## src/hw/rtl/assert_macros.svh

```systemverilog
// ----------------------------------------------------------------------------
// assert_macros.svh
// Assertion shorthands for clocked properties with synchronous active-low reset.
// ----------------------------------------------------------------------------
`ifndef ASSERT_MACROS_SVH
`define ASSERT_MACROS_SVH

// same-cycle implication
`define ASSERT_IMPL(label, clk, rst_n, ante, cons, msg) \
  label: assert property (@(posedge clk) disable iff (!rst_n) (ante) |-> (cons)) \
    else $error(msg);

// next-cycle implication
`define ASSERT_NEXT(label, clk, rst_n, ante, cons, msg) \
  label: assert property (@(posedge clk) disable iff (!rst_n) (ante) |=> (cons)) \
    else $error(msg);

`endif

```

## src/hw/rtl/ltb_pkg.sv

```systemverilog
// ----------------------------------------------------------------------------
// ltb_pkg
// Shared types and constants of the timing budget calculator.
// ----------------------------------------------------------------------------
package ltb_pkg;

  localparam logic [31:0] MAX_REMAINDER_US = 32'd1100000;
  localparam logic [31:0] PHASECAL_US      = 32'd1000;
  localparam logic [11:0] MACRO_VCSEL_PER  = 12'd2304;
  localparam logic [31:0] PLL_NUM          = 32'h4000_0000;
  localparam logic [63:0] ROUND_HALF       = 64'h800;
  localparam logic [7:0]  PC_SAT           = 8'hFF;

  localparam logic [1:0] ST_OK        = 2'd0;
  localparam logic [1:0] ST_LOW_BUDG  = 2'd1;
  localparam logic [1:0] ST_HIGH_BUDG = 2'd2;

  localparam logic [3:0] REG_OSC   = 4'd0;
  localparam logic [3:0] REG_GUARD = 4'd1;

  // conversion slots of a kind 0 item
  localparam logic [2:0] SLOT_PC  = 3'd0;
  localparam logic [2:0] SLOT_MMA = 3'd1;
  localparam logic [2:0] SLOT_RA  = 3'd2;
  localparam logic [2:0] SLOT_MMB = 3'd3;
  localparam logic [2:0] SLOT_RB  = 3'd4;

  typedef enum logic [3:0] {
    OP_NONE,
    OP_LOAD,
    OP_FAIL1,
    OP_FAIL2,
    OP_PLL,
    OP_MAC1,
    OP_MAC2,
    OP_CONV,
    OP_ENC,
    OP_STORE,
    OP_DMUL,
    OP_DFIN
  } ltb_op_t;

  typedef struct packed {
    ltb_op_t    op;
    logic [2:0] slot;
  } ltb_cmd_t;

  typedef struct packed {
    logic kind;
    logic le_guard;
    logic too_big;
    logic div_busy;
    logic enc_busy;
  } ltb_sts_t;

endpackage

```

## src/hw/rtl/ltb_div.sv

```systemverilog
// ----------------------------------------------------------------------------
// ltb_div
// Restoring 32/32 divider, one quotient bit per cycle. Zero divisor gives
// all ones.
// ----------------------------------------------------------------------------
module ltb_div (
  input  logic        clk,
  input  logic        rst_n,
  input  logic        start,
  input  logic [31:0] num,
  input  logic [31:0] den,
  output logic        busy,
  output logic [31:0] quot
);

  logic [31:0] rem_r, rem_nxt;
  logic [31:0] q_r, q_nxt;
  logic [31:0] d_r;
  logic [4:0]  cnt_r;
  logic        busy_r;
  logic [32:0] trial;
  logic [32:0] diff;

  always_comb begin
    trial   = {rem_r, q_r[31]};
    diff    = trial - {1'b0, d_r};
    rem_nxt = rem_r;
    q_nxt   = q_r;
    if (!diff[32]) begin
      rem_nxt = diff[31:0];
      q_nxt   = {q_r[30:0], 1'b1};
    end else begin
      rem_nxt = trial[31:0];
      q_nxt   = {q_r[30:0], 1'b0};
    end
  end

  always_ff @(posedge clk) begin
    if (!rst_n) begin
      busy_r <= 1'b0;
      cnt_r  <= '0;
    end else if (start) begin
      busy_r <= 1'b1;
      cnt_r  <= '0;
      rem_r  <= '0;
      q_r    <= num;
      d_r    <= den;
    end else if (busy_r) begin
      rem_r <= rem_nxt;
      q_r   <= q_nxt;
      cnt_r <= cnt_r + 5'd1;
      if (cnt_r == 5'd31) begin
        busy_r <= 1'b0;
      end
    end
  end

  assign busy = busy_r;
  assign quot = q_r;

endmodule

```

## src/hw/rtl/ltb_datapath.sv

```systemverilog
// ----------------------------------------------------------------------------
// ltb_datapath
// Registers, multipliers, shared divider and count encoder of the calculator.
// ----------------------------------------------------------------------------
module ltb_datapath (
  input  logic             clk,
  input  logic             rst_n,
  input  ltb_pkg::ltb_cmd_t cmd,
  output ltb_pkg::ltb_sts_t sts,
  input  logic             cfg_we,
  input  logic [3:0]       cfg_index,
  input  logic [15:0]      cfg_wdata,
  input  logic             in_kind,
  input  logic [31:0]      in_budget_us,
  input  logic [7:0]       in_vcsel_period_a,
  input  logic [7:0]       in_vcsel_period_b,
  input  logic [15:0]      in_encoded_timeout_a,
  output logic [1:0]       out_status,
  output logic [7:0]       out_phasecal_timeout,
  output logic [15:0]      out_mm_timeout_a,
  output logic [15:0]      out_range_timeout_a,
  output logic [15:0]      out_mm_timeout_b,
  output logic [15:0]      out_range_timeout_b,
  output logic [31:0]      out_budget_out_us
);
  import ltb_pkg::*;

  logic [15:0] osc_r, guard_r;
  logic        kind_r, le_r, big_r;
  logic [7:0]  code_a_r, code_b_r;
  logic [15:0] enc_in_r;
  logic [19:0] half_r;
  logic [25:0] m1_r;
  logic [31:0] macro_r;
  logic [63:0] prod_r;
  logic [31:0] enc_v_r;
  logic [4:0]  enc_e_r;
  logic        enc_zero_r, enc_busy_r;

  logic [1:0]  status_r;
  logic [7:0]  pc_r;
  logic [15:0] mma_r, ra_r, mmb_r, rb_r;
  logic [31:0] bout_r;

  logic        div_start, div_busy;
  logic [31:0] div_num, div_den, div_q;

  logic [31:0] rem_full;
  logic [31:0] conv_us;
  logic [7:0]  code_sel;
  logic [7:0]  pclks;
  logic [43:0] m1_prod;
  logic [33:0] m2_prod;
  logic [31:0] dec_cnt;
  logic [31:0] enc_v0;
  logic [63:0] round_sum;
  logic [31:0] us_dec;
  logic [15:0] enc_word;

  ltb_div u_div (
    .clk   (clk),
    .rst_n (rst_n),
    .start (div_start),
    .num   (div_num),
    .den   (div_den),
    .busy  (div_busy),
    .quot  (div_q)
  );

  always_comb begin
    rem_full = in_budget_us - {16'd0, guard_r};
    unique case (cmd.slot)
      SLOT_PC:            conv_us = PHASECAL_US;
      SLOT_MMA, SLOT_MMB: conv_us = 32'd1;
      default:            conv_us = {12'd0, half_r};
    endcase
    code_sel  = (cmd.slot >= SLOT_MMB) ? code_b_r : code_a_r;
    pclks     = {code_sel[6:0] + 7'd1, 1'b0};
    m1_prod   = {32'd0, MACRO_VCSEL_PER} * {12'd0, div_q};
    m2_prod   = {8'd0, m1_r} * {26'd0, pclks};
    div_start = (cmd.op == OP_PLL) || (cmd.op == OP_CONV);
    if (cmd.op == OP_PLL) begin
      div_num = PLL_NUM;
      div_den = {16'd0, osc_r};
    end else begin
      div_num = (conv_us << 12) + {1'b0, macro_r[31:1]};
      div_den = macro_r;
    end
    // decode: mantissa shifted by exponent, nothing left past 31
    dec_cnt   = ((enc_in_r[15:13] == 3'd0) ?
                 ({24'd0, enc_in_r[7:0]} << enc_in_r[12:8]) : 32'd0) + 32'd1;
    enc_v0    = div_q - 32'd1;
    round_sum = prod_r + ROUND_HALF;
    us_dec    = round_sum[43:12];
    enc_word  = enc_zero_r ? 16'd0 : {3'd0, enc_e_r, enc_v_r[7:0]};
  end

  always_ff @(posedge clk) begin
    if (!rst_n) begin
      osc_r      <= 16'd45056;
      guard_r    <= 16'd4528;
      enc_busy_r <= 1'b0;
    end else begin
      if (cfg_we) begin
        if (cfg_index == REG_OSC) begin
          osc_r <= cfg_wdata;
        end else if (cfg_index == REG_GUARD) begin
          guard_r <= cfg_wdata;
        end
      end
      if (cmd.op == OP_ENC) begin
        enc_busy_r <= (div_q != 32'd0) && (enc_v0[31:8] != 24'd0);
      end else if (enc_busy_r) begin
        enc_busy_r <= (enc_v_r[31:9] != 23'd0);
      end
    end
  end

  always_ff @(posedge clk) begin
    if (enc_busy_r) begin
      enc_v_r <= {1'b0, enc_v_r[31:1]};
      enc_e_r <= enc_e_r + 5'd1;
    end
    unique case (cmd.op)
      OP_LOAD: begin
        kind_r   <= in_kind;
        code_a_r <= in_vcsel_period_a;
        code_b_r <= in_vcsel_period_b;
        enc_in_r <= in_encoded_timeout_a;
        le_r     <= (in_budget_us <= {16'd0, guard_r});
        big_r    <= (rem_full > MAX_REMAINDER_US);
        half_r   <= rem_full[20:1];
        status_r <= ST_OK;
        pc_r     <= '0;
        mma_r    <= '0;
        ra_r     <= '0;
        mmb_r    <= '0;
        rb_r     <= '0;
        bout_r   <= '0;
      end
      OP_FAIL1: status_r <= ST_LOW_BUDG;
      OP_FAIL2: status_r <= ST_HIGH_BUDG;
      OP_MAC1:  m1_r <= m1_prod[31:6];
      OP_MAC2:  macro_r <= {6'd0, m2_prod[31:6]};
      OP_ENC: begin
        enc_zero_r <= (div_q == 32'd0);
        enc_v_r    <= enc_v0;
        enc_e_r    <= '0;
      end
      OP_STORE: begin
        unique case (cmd.slot)
          SLOT_PC:  pc_r <= (div_q > 32'd255) ? PC_SAT : div_q[7:0];
          SLOT_MMA: mma_r <= enc_word;
          SLOT_RA:  ra_r <= enc_word;
          SLOT_MMB: mmb_r <= enc_word;
          default:  rb_r <= enc_word;
        endcase
      end
      OP_DMUL: prod_r <= {32'd0, dec_cnt} * {32'd0, macro_r};
      OP_DFIN: bout_r <= {us_dec[30:0], 1'b0} + {16'd0, guard_r};
      default: ;
    endcase
  end

  assign sts.kind     = kind_r;
  assign sts.le_guard = le_r;
  assign sts.too_big  = big_r;
  assign sts.div_busy = div_busy;
  assign sts.enc_busy = enc_busy_r;

  assign out_status           = status_r;
  assign out_phasecal_timeout = pc_r;
  assign out_mm_timeout_a     = mma_r;
  assign out_range_timeout_a  = ra_r;
  assign out_mm_timeout_b     = mmb_r;
  assign out_range_timeout_b  = rb_r;
  assign out_budget_out_us    = bout_r;

endmodule

```

## src/hw/rtl/ltb_ctrl.sv

```systemverilog
// ----------------------------------------------------------------------------
// ltb_ctrl
// Sequencer: walks one item through divider, multipliers and encoder.
// ----------------------------------------------------------------------------
module ltb_ctrl (
  input  logic              clk,
  input  logic              rst_n,
  input  logic              in_valid,
  output logic              in_ready,
  output logic              out_valid,
  input  logic              out_ready,
  input  ltb_pkg::ltb_sts_t sts,
  output ltb_pkg::ltb_cmd_t cmd
);
  import ltb_pkg::*;

  typedef enum logic [3:0] {
    S_IDLE, S_CHECK, S_PLL_W, S_MAC1, S_MAC2, S_CONV, S_CONV_W,
    S_ENC_W, S_STORE, S_DMUL, S_DFIN, S_DONE
  } state_t;

  state_t     state_r, state_nxt;
  logic [2:0] slot_r, slot_nxt;

  always_comb begin
    state_nxt = state_r;
    slot_nxt  = slot_r;
    cmd.op    = OP_NONE;
    cmd.slot  = slot_r;
    unique case (state_r)
      S_IDLE: begin
        if (in_valid) begin
          cmd.op    = OP_LOAD;
          slot_nxt  = SLOT_PC;
          state_nxt = S_CHECK;
        end
      end
      S_CHECK: begin
        priority if (sts.kind) begin
          cmd.op    = OP_PLL;
          state_nxt = S_PLL_W;
        end else if (sts.le_guard) begin
          cmd.op    = OP_FAIL1;
          state_nxt = S_DONE;
        end else if (sts.too_big) begin
          cmd.op    = OP_FAIL2;
          state_nxt = S_DONE;
        end else begin
          cmd.op    = OP_PLL;
          state_nxt = S_PLL_W;
        end
      end
      S_PLL_W: if (!sts.div_busy) state_nxt = S_MAC1;
      S_MAC1: begin
        cmd.op    = OP_MAC1;
        state_nxt = S_MAC2;
      end
      S_MAC2: begin
        cmd.op    = OP_MAC2;
        state_nxt = sts.kind ? S_DMUL : S_CONV;
      end
      S_CONV: begin
        cmd.op    = OP_CONV;
        state_nxt = S_CONV_W;
      end
      S_CONV_W: begin
        if (!sts.div_busy) begin
          // phasecal is stored raw, the rest go through the encoder
          if (slot_r == SLOT_PC) begin
            state_nxt = S_STORE;
          end else begin
            cmd.op    = OP_ENC;
            state_nxt = S_ENC_W;
          end
        end
      end
      S_ENC_W: if (!sts.enc_busy) state_nxt = S_STORE;
      S_STORE: begin
        cmd.op   = OP_STORE;
        slot_nxt = slot_r + 3'd1;
        priority if (slot_r == SLOT_RB) begin
          state_nxt = S_DONE;
        end else if (slot_r == SLOT_RA) begin
          state_nxt = S_MAC2;
        end else begin
          state_nxt = S_CONV;
        end
      end
      S_DMUL: begin
        cmd.op    = OP_DMUL;
        state_nxt = S_DFIN;
      end
      S_DFIN: begin
        cmd.op    = OP_DFIN;
        state_nxt = S_DONE;
      end
      S_DONE: if (out_ready) state_nxt = S_IDLE;
      default: state_nxt = S_IDLE;
    endcase
  end

  always_ff @(posedge clk) begin
    if (!rst_n) begin
      state_r <= S_IDLE;
      slot_r  <= SLOT_PC;
    end else begin
      state_r <= state_nxt;
      slot_r  <= slot_nxt;
    end
  end

  assign in_ready  = (state_r == S_IDLE);
  assign out_valid = (state_r == S_DONE);

endmodule

```

## src/hw/rtl/lidar_timing_budget_calculator_core.sv

```systemverilog
// An accepted budget runs six divisions on the shared bit-serial divider plus up
// to 24 normalization shifts per encoded value; a rejected budget uses no divider.
// One item in flight: a new item is taken only after the result is transferred.
// Reset (synchronous, rst_n low): sequencer idle, osc/guard registers to defaults.
// ----------------------------------------------------------------------------
// lidar_timing_budget_calculator_core
// Top level: sequencer, datapath and checks.
// ----------------------------------------------------------------------------
`include "assert_macros.svh"

module lidar_timing_budget_calculator_core (
  input  logic        clk,
  input  logic        rst_n,
  input  logic        cfg_we,
  input  logic [3:0]  cfg_index,
  input  logic [15:0] cfg_wdata,
  input  logic        in_valid,
  output logic        in_ready,
  input  logic        in_kind,
  input  logic [31:0] in_budget_us,
  input  logic [7:0]  in_vcsel_period_a,
  input  logic [7:0]  in_vcsel_period_b,
  input  logic [15:0] in_encoded_timeout_a,
  output logic        out_valid,
  input  logic        out_ready,
  output logic [1:0]  out_status,
  output logic [7:0]  out_phasecal_timeout,
  output logic [15:0] out_mm_timeout_a,
  output logic [15:0] out_range_timeout_a,
  output logic [15:0] out_mm_timeout_b,
  output logic [15:0] out_range_timeout_b,
  output logic [31:0] out_budget_out_us
);
  import ltb_pkg::*;

  ltb_cmd_t cmd;
  ltb_sts_t sts;

  ltb_ctrl u_ctrl (
    .clk       (clk),
    .rst_n     (rst_n),
    .in_valid  (in_valid),
    .in_ready  (in_ready),
    .out_valid (out_valid),
    .out_ready (out_ready),
    .sts       (sts),
    .cmd       (cmd)
  );

  ltb_datapath u_dp (
    .clk                  (clk),
    .rst_n                (rst_n),
    .cmd                  (cmd),
    .sts                  (sts),
    .cfg_we               (cfg_we),
    .cfg_index            (cfg_index),
    .cfg_wdata            (cfg_wdata),
    .in_kind              (in_kind),
    .in_budget_us         (in_budget_us),
    .in_vcsel_period_a    (in_vcsel_period_a),
    .in_vcsel_period_b    (in_vcsel_period_b),
    .in_encoded_timeout_a (in_encoded_timeout_a),
    .out_status           (out_status),
    .out_phasecal_timeout (out_phasecal_timeout),
    .out_mm_timeout_a     (out_mm_timeout_a),
    .out_range_timeout_a  (out_range_timeout_a),
    .out_mm_timeout_b     (out_mm_timeout_b),
    .out_range_timeout_b  (out_range_timeout_b),
    .out_budget_out_us    (out_budget_out_us)
  );

  `ASSERT_IMPL(a_no_overlap, clk, rst_n, out_valid, !in_ready, "input taken while result pending")
  `ASSERT_NEXT(a_no_instant, clk, rst_n, in_valid && in_ready, !out_valid, "result without work")
  `ASSERT_IMPL(a_status_code, clk, rst_n, out_valid, out_status != 2'd3, "bad status code")
  `ASSERT_IMPL(a_reject_zero, clk, rst_n, out_valid && (out_status != ST_OK), (out_phasecal_timeout == 8'd0) && (out_range_timeout_a == 16'd0) && (out_range_timeout_b == 16'd0) && (out_budget_out_us == 32'd0), "rejected item has nonzero fields")

endmodule

```

## config.mk

```make
export PLATFORM = sky130hd
export DESIGN_NAME = lidar_timing_budget_calculator_core
export DESIGN_NICKNAME = d
export VERILOG_FILES = /design/src/hw/rtl/ltb_pkg.sv /design/src/hw/rtl/ltb_div.sv /design/src/hw/rtl/ltb_datapath.sv /design/src/hw/rtl/ltb_ctrl.sv /design/src/hw/rtl/lidar_timing_budget_calculator_core.sv
export VERILOG_INCLUDE_DIRS = /design/src /design/src/hw/rtl
export SDC_FILE = /design/constraint.sdc
export NUM_CORES = 2
export LEC_CHECK = 0
export BUFFER_PORTS_ARGS = -buffer_cell sky130_fd_sc_hd__buf_2
export CORE_MARGIN = 2
export CORE_UTILIZATION = 29
export CTS_BUF_LIST = sky130_fd_sc_hd__clkbuf_16
export DETAILED_ROUTE_END_ITERATION = 7
export PLACE_DENSITY_LB_ADDON = 0.1
export SLEW_MARGIN = 20
export SYNTH_ARGS = -nofsm -noshare
export SYNTH_HDL_FRONTEND = slang
export SYNTH_SLANG_ARGS = --single-unit
```

## constraint.sdc

```tcl
create_clock -name clk -period 10.28 [get_ports clk]
set_clock_uncertainty 0.1 [all_clocks]
set_input_delay 3.084 -clock clk [delete_from_list [all_inputs] [get_ports clk]]
set_output_delay 3.084 -clock clk [all_outputs]
set_load 0.01 [all_outputs]
```

==> results.md <==
| Group | Parameter | Reported |
| --- | --- | --- |
| outcome | Run status | complete, no violations |
| setup path | Startpoint types | flip-flop |
| logic synthesis | Combined area of all synthesized cells | 49000 um2 |
| setup path | Endpoint required time on the critical path | 10.61 ns |
| floorplanning | Initial cell density of the core | 29.2% |
| place | Gpl congestion | 0.827 |
| floorplanning | Area enclosed by the die boundary | 172000 um2 |
| logic synthesis | Syn_area_per_cell | 9.44 um2 |
| route | 1st-pass router iterations | 5 |
| place | Count of buffers inserted at the top-level ports | 183 |
| cts | CTS H-tree depth | 2 |
| power and ir drop | Total leakage power | 24.4 nW |
| cts | CTS hold repair buffers | 0 |
| power and ir drop | Worst vdd ir | 0.000153 V |
| setup path | Total stage count of the critical path | 30 |
| cts | Latest clock arrival within the worst-skew pair | 0.67 ns |
| setup path | Crit path kind | reg -> reg |
| cts | Root Buffer | sky130_fd_sc_hd__clkbuf_16 |
| route | Routed wirelength normalized by instance count | 20.5 um |
| cts | Deepest clock path buffer count | 3 |
| logic synthesis | Dominant synthesized flop cell | sky130_fd_sc_hd__edfxtp_1 |
| logic synthesis | Ys Warns | 0 |
| sta | Slew Limit Fails | 0 |
| final layout | Fillcell total | 17500 |
| sta | Final Hold Vio Count | 0 |
| cts | Number of clock buffers inserted by TritonCTS | 51 |
| route | First DRT Iteration DRCs | 2281 |
| route | Detailed-route via count | 35400 |
| final layout | Number of nets in the finished design | 6444 |
| logic synthesis | Proportion of synthesized chip area in sequential cells | 23.6% |
| setup path | Family with the most delay on the worst path | adder cells |
| global route | Top Usage Layer GRT | met2 |
| global route | Via count of the first global-routing pass | 37100 |
| sta | FMAX | 0.103 GHz |
| logic synthesis | Post-Syn Instances | 5195 |
| global route | Number of antenna violations at the first check in global routing | 18 |
| global route | Wire length of the first global-routing pass | 238 mm |
| sta | Fin crit period | 9.68 ns |
| cts | CTS tree | done |
| logic synthesis | Leading cell types by total area after synthesis | sky130_fd_sc_hd__fa_1, sky130_fd_sc_hd__edfxtp_1, sky130_fd_sc_hd__ha_1 |
| setup path | Most common cell type on the critical path | sky130_fd_sc_hd__fa_1 |
| logic synthesis | Count of state elements after synthesis | 403 |
| route | Detailed Route WL | 156 mm |
| setup path | Worst path slowest cell | sky130_fd_sc_hd__xor2_2 |
| hold path | Worst min-delay path class | reg -> reg |
| setup path | Worst r2r path cells | 30 |
| setup path | Critical Path Fanout Max | 17 |
| job | Max-cap violations | 0 |
| global route | Overflow after GRT | 0 |
| global route | Grt met3 use | 2.55% |
| route | Mean number of vias per cell | 4.66 |
| logic synthesis | Cell taking the most area after synthesis | sky130_fd_sc_hd__fa_1 |
| final layout | Final Instance Count excl. Fillers | 7597 |
| floorplanning | Die X | 415 um |
| logic synthesis | EDFF count, synth | 352 |
| floorplanning | Number of top-level pins | 198 |
| setup path | Buffers & Inverters on Critical Path | 4 |
| sta | Tcrit/Tclk final | 94.2% |
| global route | Largest net degree at the start of global routing | 61 |
| setup path | Nature of the critical path endpoint | flip-flop |
| floorplanning | Die boundary height | 415 um |
| place | Estimated wirelength of the detail-placed design | 121 mm |
| setup path | Arrival time of data at the critical path endpoint | 10.00 ns |
| place | Number of cells in the design after placement | 7485 |
| hold path | Min-Delay Path Depth | 2 |
| sta | Final-layout setup total negative slack | 0 ns |
| power and ir drop | Power density normalized to cell area | 152 nW/um2 |
| sta | Number of setup violations in the final report | 0 |
| sta | Relative slew slack | 20.4% |
| floorplanning | Number of placement rows | 150 |
| global route | All-Layer GR Usage | 18.2% |
| cts | Post-CTS clock slew at the launch and capture registers of the worst setup and hold paths | 0.06 ns |
| route | Post-detailed-route count of antenna-violating nets | 0 |
| cts | Clock sink count | 403 |
| final layout | Layout cells sized above 1 | 9.14% |
| global route | Met2 GRT Util | 28.2% |
| final layout | Layout overhead on the synthesized area | 12.0% |
| logic synthesis | FFs w/ async S/R, synth | 0% |
| logic synthesis | Share of Yosys cell area claimed by the top area cell type | 29.7% |
| global route | Met1 usage | 27.1% |
| route | Number of remaining DRC errors | 0 |
| floorplanning | Core area | 168000 um2 |
| sta | Worst-margin pin slew | 1.19 ns |
| setup path | Worst stage delay on the critical path | 0.69 ns |
| logic synthesis | Synth cell types | 94 |
| sta | RSZ-0062 raised after global routing | no |
==> kinds of logic (layout without fill, tap and decap cells) <==
| kind of cell | Yosys count | after routing | share of synthesized area (%) |
|---|---|---|---|
| multiplexers | 43 | 43 | 0.924 |
| flip-flops | 403 | 403 | 23.6 |
| XOR/XNOR | 251 | 251 | 4.51 |
| AND/OR/NAND/NOR | 1814 | 1814 | 17.8 |
| other | 1 | 23 | 0.00765 |
| buffers and inverters | 1140 | 1316 | 8.86 |
| AO/OA/AOI/OAI | 528 | 528 | 7.15 |
| adder cells (fa/ha/maj) | 1015 | 1015 | 37.1 |
==> registers in the layout, indices dropped and copies added (netlist names), 7 cells and up <==
name / flops
u_dp.enc_v_r: 32
u_dp.out_budget_out_us: 32
u_dp.prod_r: 32
u_dp.u_div.quot: 32
u_dp.u_div.rem_r: 32
u_dp.macro_r: 26
u_dp.u_div.d_r: 26
u_dp.m1_r: 24
u_dp.half_r: 20
u_dp.enc_in_r: 16
u_dp.guard_r: 16
u_dp.osc_r: 16
u_dp.out_mm_timeout_a: 13
u_dp.out_mm_timeout_b: 13
u_dp.out_range_timeout_a: 13
u_dp.out_range_timeout_b: 13
u_dp.out_phasecal_timeout: 8
u_dp.code_a_r: 7
u_dp.code_b_r: 7
==> repair_timing <==
action	in CTS	in global routing
setup buffers	0	5
endpoints found under the setup margin	0	10
gates resized for setup	0	4
==> final timing paths <==
check,to,slack [ns],from
worst min-delay path,u_dp.osc_r[7]$_SDFFE_PN0P_,0.36,u_dp.osc_r[7]$_SDFFE_PN0P_
worst max-delay path,u_dp.prod_r[40]$_DFFE_PN_,0.60,u_dp.enc_in_r[14]$_DFFE_PP_
worst min register to register,u_dp.osc_r[7]$_SDFFE_PN0P_,0.36,u_dp.osc_r[7]$_SDFFE_PN0P_
worst max register to register,u_dp.prod_r[40]$_DFFE_PN_,0.60,u_dp.enc_in_r[14]$_DFFE_PP_
==> per-stage QoR <==
stage / utilization (%) / setup slack, ns / power, mW / area (um2) / hold WS (ns)
final: 32.8 / 0.601 / 8.37 / 54900 / 0.361
after global routing: 32.8 / 0.0164 / 9.08 / 54900 / 0.382
after CTS: 32.7 / 0.104 / 8.53 / 54800 / 0.366
after detailed placement: 31.6 / 0.0966 / 6.46 / 53000 / 0.357
after global placement: 31.6 / 0.164 / 6.45 / 53000 / 0.353
after floorplan: - / 1.56 / 5.22 / 49100 / 0.341
==> worst min-delay path, delay by kind of cell, from the launching register on <==
family | cells | cell delay, ns
AO/OA/AOI/OAI | 1 | 0.06
AND/OR/NAND/NOR | 1 | 0.05
flip-flops | 1 | 0.31
==> metal layers <==
metal  vias to the layer above  part of all wire (%)
li1                      16600                     -
met1                     18000                    49
met2                       682                    44
met3                       108                   5.0
met4                         0                   1.6
met5                         -                     0
==> cell usage after synthesis (49+ instances only) <==
library cell,count
sky130_fd_sc_hd__xor2_1,74
sky130_fd_sc_hd__fa_1,728
sky130_fd_sc_hd__nor2_1,261
sky130_fd_sc_hd__nand2_1,762
sky130_fd_sc_hd__xnor2_1,176
sky130_fd_sc_hd__a21oi_1,128
sky130_fd_sc_hd__and2_1,468
sky130_fd_sc_hd__clkbuf_1,207
sky130_fd_sc_hd__o21ai_0,111
sky130_fd_sc_hd__nor3_1,60
sky130_fd_sc_hd__nand3_1,70
sky130_fd_sc_hd__dfxtp_1,51
sky130_fd_sc_hd__inv_1,902
sky130_fd_sc_hd__a21o_1,49
sky130_fd_sc_hd__edfxtp_1,352
sky130_fd_sc_hd__ha_1,287
==> power by group <==
group	internal [mW]	total (mW)	switching [mW]
registers	2.14	2.30	0.155
logic	1.66	4.08	2.42
clock network	1.17	2.00	0.833
total	4.97	8.37	3.41
==> cells in the final DEF, fill, tap and decap left out, types with 15 or more instances in the layout <==
cell type,instances
sky130_fd_sc_hd__nand2_1,762
sky130_fd_sc_hd__xor2_1,70
sky130_fd_sc_hd__a211oi_1,15
sky130_fd_sc_hd__o21bai_1,16
sky130_fd_sc_hd__xnor2_1,170
sky130_fd_sc_hd__dfxtp_1,51
sky130_fd_sc_hd__a21oi_1,126
sky130_fd_sc_hd__o211ai_1,15
sky130_fd_sc_hd__nand2b_1,25
sky130_fd_sc_hd__and3_1,21
sky130_fd_sc_hd__ha_1,287
sky130_fd_sc_hd__mux2i_1,33
sky130_fd_sc_hd__a31oi_1,27
sky130_fd_sc_hd__o21a_1,26
sky130_fd_sc_hd__o21ai_0,109
sky130_fd_sc_hd__a21boi_0,34
sky130_fd_sc_hd__a21o_1,49
sky130_fd_sc_hd__inv_1,904
sky130_fd_sc_hd__buf_2,183
sky130_fd_sc_hd__nand4_1,27
sky130_fd_sc_hd__clkbuf_16,51
sky130_fd_sc_hd__buf_4,128
sky130_fd_sc_hd__nor3_1,55
sky130_fd_sc_hd__and2_1,468
sky130_fd_sc_hd__fa_1,728
sky130_fd_sc_hd__edfxtp_1,352
sky130_fd_sc_hd__nand3_1,70
sky130_fd_sc_hd__nor4_1,24
sky130_fd_sc_hd__nor2b_1,34
sky130_fd_sc_hd__nor2_1,245
==> final cells by class <==
class / count / area (um2) / area share, %
Sequential cell: 403 / 11600 / 21.1
Inverter: 904 / 3390 / 6.18
Antenna cell: 11 / 27.5 / 0.0501
Clock buffer: 51 / 1280 / 2.32
Timing Repair Buffer: 316 / 1970 / 3.58
Multi-Input combinational cell: 3663 / 33400 / 60.7
Tap cell: 2204 / 2760 / 5.02
Clock inverter: 45 / 547 / 0.996
Power figures use the tool's default switching activity.
